**src/hdl/rsd_ram.sv**
```systemverilog
// Generic single-write, single-read RAM with registered read data.
`timescale 1ns / 1ps
module rsd_ram #(
  parameter int unsigned Width = 8,
  parameter int unsigned Depth = 256
) (
  input  logic                     clk_i,
  input  logic                     we_i,
  input  logic [$clog2(Depth)-1:0] waddr_i,
  input  logic [Width-1:0]         wdata_i,
  input  logic [$clog2(Depth)-1:0] raddr_i,
  output logic [Width-1:0]         rdata_o
);

  logic [Width-1:0] mem [Depth];

  always_ff @(posedge clk_i) begin
    if (we_i) begin
      mem[waddr_i] <= wdata_i;
    end
    rdata_o <= mem[raddr_i];
  end

endmodule

```
**config.mk**
```make
export PLATFORM = sky130hd
export DESIGN_NAME = rsd_ram
export DESIGN_NICKNAME = d
export VERILOG_FILES = /design/src/hdl/rsd_ram.sv
export SDC_FILE = /design/constraint.sdc
export NUM_CORES = 2
export LEC_CHECK = 0
export BUFFER_PORTS_ARGS = -buffer_cell sky130_fd_sc_hd__buf_4
export CELL_PAD_IN_SITES_DETAIL_PLACEMENT = 0
export CELL_PAD_IN_SITES_GLOBAL_PLACEMENT = 1
export CORE_MARGIN = 2
export CORE_UTILIZATION = 55
export CTS_BUF_LIST = sky130_fd_sc_hd__clkbuf_16
export CTS_CLUSTER_DIAMETER = 100
export DETAILED_ROUTE_END_ITERATION = 6
export PLACE_DENSITY_LB_ADDON = 0.25
export RECOVER_POWER = 50
export SETUP_SLACK_MARGIN = 0.3
export SLEW_MARGIN = 20
export SYNTH_ARGS = -nofsm -noshare
export SYNTH_HDL_FRONTEND = slang
export SYNTH_SLANG_ARGS = --single-unit
```
**constraint.sdc**
```tcl
create_clock -name clk_i -period 6.7 [get_ports clk_i]
set_clock_uncertainty 0.15 [all_clocks]
set_input_delay 1.005 -clock clk_i [delete_from_list [all_inputs] [get_ports clk_i]]
set_output_delay 1.005 -clock clk_i [all_outputs]
set_load 0.01 [all_outputs]
```
After elaboration in Yosys (flattened, before gate mapping)

Memory sizes are Yosys's and may differ from the RTL's. A register that Yosys moved wholly into a read port is not among the register bits.
Cells that the tools add are included.

Flip-flop bits (word level): 0
Memory bits (writable): 2048
Bits of input ports: 26
Output and inout bits: 8
Logic and storage cells: 3
Memories kept: 1

Mux-type cells: 2

Memory list:

| name | depth | width | read ports | clocked after Yosys merged registers in | wr ports | line | RTL |
|---|---|---|---|---|---|---|---|
| mem  | 256   | 8     | 1          | 1                                       | 1        | 15   | `logic [Width-1:0] mem [Depth];` |

Operators with widths:

| kind             | count |
|---|---|
| 2-to-1 mux 1 bit | 2 |

Logic depth before layout (Yosys ltp)

Depth in word-level cells: 2
Mapped depth: 11
Depth with buffers taken out: 6

Worst setup path before layout

Ideal clock, no wire load.

Path type: in2reg
From: input port raddr_i[0]
To: register rdata_o[2], read port of mem
Setup time: 131 ps
Arrival: 2812 ps
Data required time: 6419 ps
Setup slack: 3607 ps
Stages: 9
Buffers on the path: 4
Cell sequence: buf_6 > buf_12 > buf_8 > buf_2 > mux4_2 > a22oi_1 > a21oi_1 > nor4_1 > nor4_2

RTL lines:

| element         | line | RTL |
|---|---|---|
| start, declared | 11   | `input logic [$clog2(Depth)-1:0] raddr_i,` |
| end, declared   | 12   | `output logic [Width-1:0] rdata_o` |

Worst setup path after layout

From: input port wdata_i[7]
To: memory mem[94][7], data pin

RTL lines:

| element         | line | RTL |
|---|---|---|
| start, declared | 10   | `input logic [Width-1:0] wdata_i,` |
| end, declared   | 15   |  |

No word-level cell before the write port.

==> metrics.log <==
INFO  metric total_leakage_power = 27.2 nW
INFO  metric floorplan.io_pins = 34
INFO  metric cts_inserted_buffers = 199
INFO  metric ys.warnings.count = 0
INFO  metric netlist_instances = 3733
INFO  metric h_tree_lvl_count = 4
INFO  metric synthDominantAreaCellType = edfxtp_1
INFO  metric cp.buffers_inverters = 2
INFO  metric post_route_minimum_period = 5040 ps
INFO  metric number_of_flops_mapped_to_enable_cells_by_yosys = 2048
INFO  metric path_cells = clkbuf_2, clkbuf_1
INFO  metric dieArea = 148000 um^2
INFO  metric die_w = 384 um
INFO  metric grt_total_ovfl = 0
INFO  metric clkSlewWorstSetupHoldPaths = 60 ps
INFO  metric async_sr_flop_fraction = 0%
INFO  metric seq_area_frac_synth = 77.5%
INFO  metric worstPathArrival = 5170 ps
INFO  metric worstSetupStartpointType = primary input
INFO  metric crit_slowest_cell = clkbuf_2
INFO  metric drt-wirelength-per-cell = 33.2 um
INFO  metric fillers = 10010
INFO  metric maximum_number_of_pins_on_one_net_before_global_route_repair = 187
INFO  metric track_usage = 26.9%
INFO  metric crit_required = 6830 ps
INFO  metric antenna_violations_before_repair = 13
INFO  metric slew_violations = 934
INFO  metric insertion_delay = 850 ps
INFO  metric synthTopCellsByCount = 2048 x edfxtp_1, 454 x mux4_2, 282 x nor2_1, 134 x mux2i_1, 133 x a22oi_1
INFO  metric postLayoutCoreUtil = 61.2%
INFO  metric end_kind = register
INFO  metric fp-row-count = 139
INFO  metric fin_setup_tns = 0 ps
INFO  metric die-height = 384 um
INFO  metric place_hpwl = 117000 um
INFO  metric seqCellArea = 61700 um^2
INFO  metric leading_register_cell_type_out_of_synthesis = edfxtp_1
INFO  metric r2r_slack = 3770 ps
INFO  metric cts-root-buf = clkbuf_16
INFO  metric fp.coreArea = 144000 um^2
INFO  metric route.antenna.remaining_nets = 0
INFO  metric worst_setup_path_category = primary input to register
INFO  metric layout.nets = 3849
INFO  metric grt_pass1_wl = 281000 um
INFO  metric routed_via_density = 6.60
INFO  metric violations = design-rule violations, max-capacitance violations, max-slew violations
INFO  metric finalWirelength = 196000 um
INFO  metric postSynthAreaPerCell = 21.3 um^2
INFO  metric cp_top_family = buffers and inverters
INFO  metric tritoncts = built
INFO  metric timing_worst_slew_pin_value = 4460 ps
INFO  metric finalHoldViolations = 0
INFO  metric timing.max_cap.violations = 11
INFO  metric synth.most_common_cell = edfxtp_1
INFO  metric achievable-frequency = 0.199 GHz
INFO  metric cts_resized = 0
INFO  metric hp-class = primary input to register
INFO  metric synthDistinctLibCells = 55
INFO  metric multi_input_area = 16600 um^2
INFO  metric first_pass_iters = 7
INFO  metric report.final.setup_viol = 0
INFO  metric remaining_drc_errors = 5
INFO  metric share_of_layout_cells_above_drive_strength_1 = 21.5%
INFO  metric cts_buffer_depth = 3
INFO  metric post-cts-setup-buffer-count = 0
INFO  metric vias = 38923
INFO  metric crit_fanout = 138
INFO  metric biggest_cell_delay_along_the_critical_path = 2160 ps
INFO  metric final_cycle_share = 75.2%
INFO  metric cts_hold_repair.buffers = 0
INFO  metric power.density = 298 nW/um^2
INFO  metric synth_top_area_share = 77.3%
INFO  metric rsz0062_at_grt = no
INFO  metric finalWeightedCongestion = 0.816
INFO  metric port_buffers = 33
INFO  metric start_util = 55.4%
INFO  metric top_area_cells_in_the_synthesized_netlist = edfxtp_1 77%, mux4_2 13%, mux2i_1 1.7%, nor2_1 1.3%, a22oi_1 1.3%
INFO  metric net_count_after_synthesis = 3759
INFO  metric ys_seq_elements = 2056
INFO  metric number_of_drc_markers_in_iteration_0 = 5131
INFO  metric layout_area_overhead = 10.6%
INFO  metric mappedNetlistArea = 79600 um^2
INFO  metric maxSlewHeadroom = -198%
INFO  metric clock_sink_count = 2056
INFO  metric outcome = complete, but fails checks
INFO  metric power.ir.vdd_worst = 0.253 mV
INFO  metric grt_pass1_vias = 38595
[layout make-up]
cell class | count | share of cell area (%)
Sequential cell | 2056 | 70.1
Multi-Input combinational cell | 1442 | 18.8
Clock buffer | 203 | 5.77
Tap cell | 1903 | 2.71
Clock inverter | 162 | 1.31
Timing Repair Buffer | 122 | 1.28
Antenna cell | 6 | 0.0171
Inverter | 2 | 0.00853
[cell families after synthesis]
group,after synthesis,share of synthesized area (%)
flip-flops,2056,77.5
buffers and inverters,235,1.83
AND/OR/NAND/NOR,466,2.63
AO/OA/AOI/OAI,385,3.42
multiplexers,591,14.6
[flip-flops by register name, summed over array words and instances, names as in the netlist]
register  flops
mem        2048
rdata_o       8
[report_power, final]
part           internal, mW  switching (mW)  total, mW
clock                  5.99            4.72       10.7
combinational         0.426           0.838       1.26
sequential             14.2          0.0347       14.2
total                  20.6            5.60       26.2
[per-layer routing]
layer	up-vias	track usage (%)	wire length (um)
met4	8	8.04	5130
met2	1948	41.8	94900
met1	20776	38.8	77100
li1	15899	-	-
met5	-	0	46
met3	292	5.89	18700
[placed cells by master, fill, tap and decap left out, drive strengths merged, types with 6 or more instances in the layout]
master  count
nor4       27
o221ai     47
and2        6
clkbuf    216
o21ai      12
diode       6
mux4      456
mux2i     134
dfxtp       8
nor2      282
buf       109
a22o        8
o211ai     10
clkinv     87
nand4      10
a22oi     133
bufinv     13
a21oi      96
nand2      33
a211oi     16
nor3       22
nand3      34
o22ai      28
edfxtp   2048
nor2b      31
inv        60
a221oi     14
nand2b      8
[final timing paths]
kind,from,depth (start not counted),to
worst max-delay path,wdata_i[7],2,mem[94][7]
worst min-delay path,wdata_i[5],1,mem[205][5]
worst max register to register,mem[35][3],6,rdata_o[3]
worst min register to register,mem[195][0],5,rdata_o[0]
[metrics by stage]
stage	cells	total power, mW	hold slack (ps)	worst slack (ps)	instance area [um^2]
5_1_grt	5890	26.9	579	1370	88000
3_3_place_gp	5519	15.7	928	1360	81700
2_1_floorplan	3733	15.2	620	3610	79600
6_report	5896	26.2	570	1660	88000
4_1_cts	5890	26.3	453	2790	88000
3_5_place_dp	5525	15.8	889	1910	81800
(Power assumes the default switching activity.)
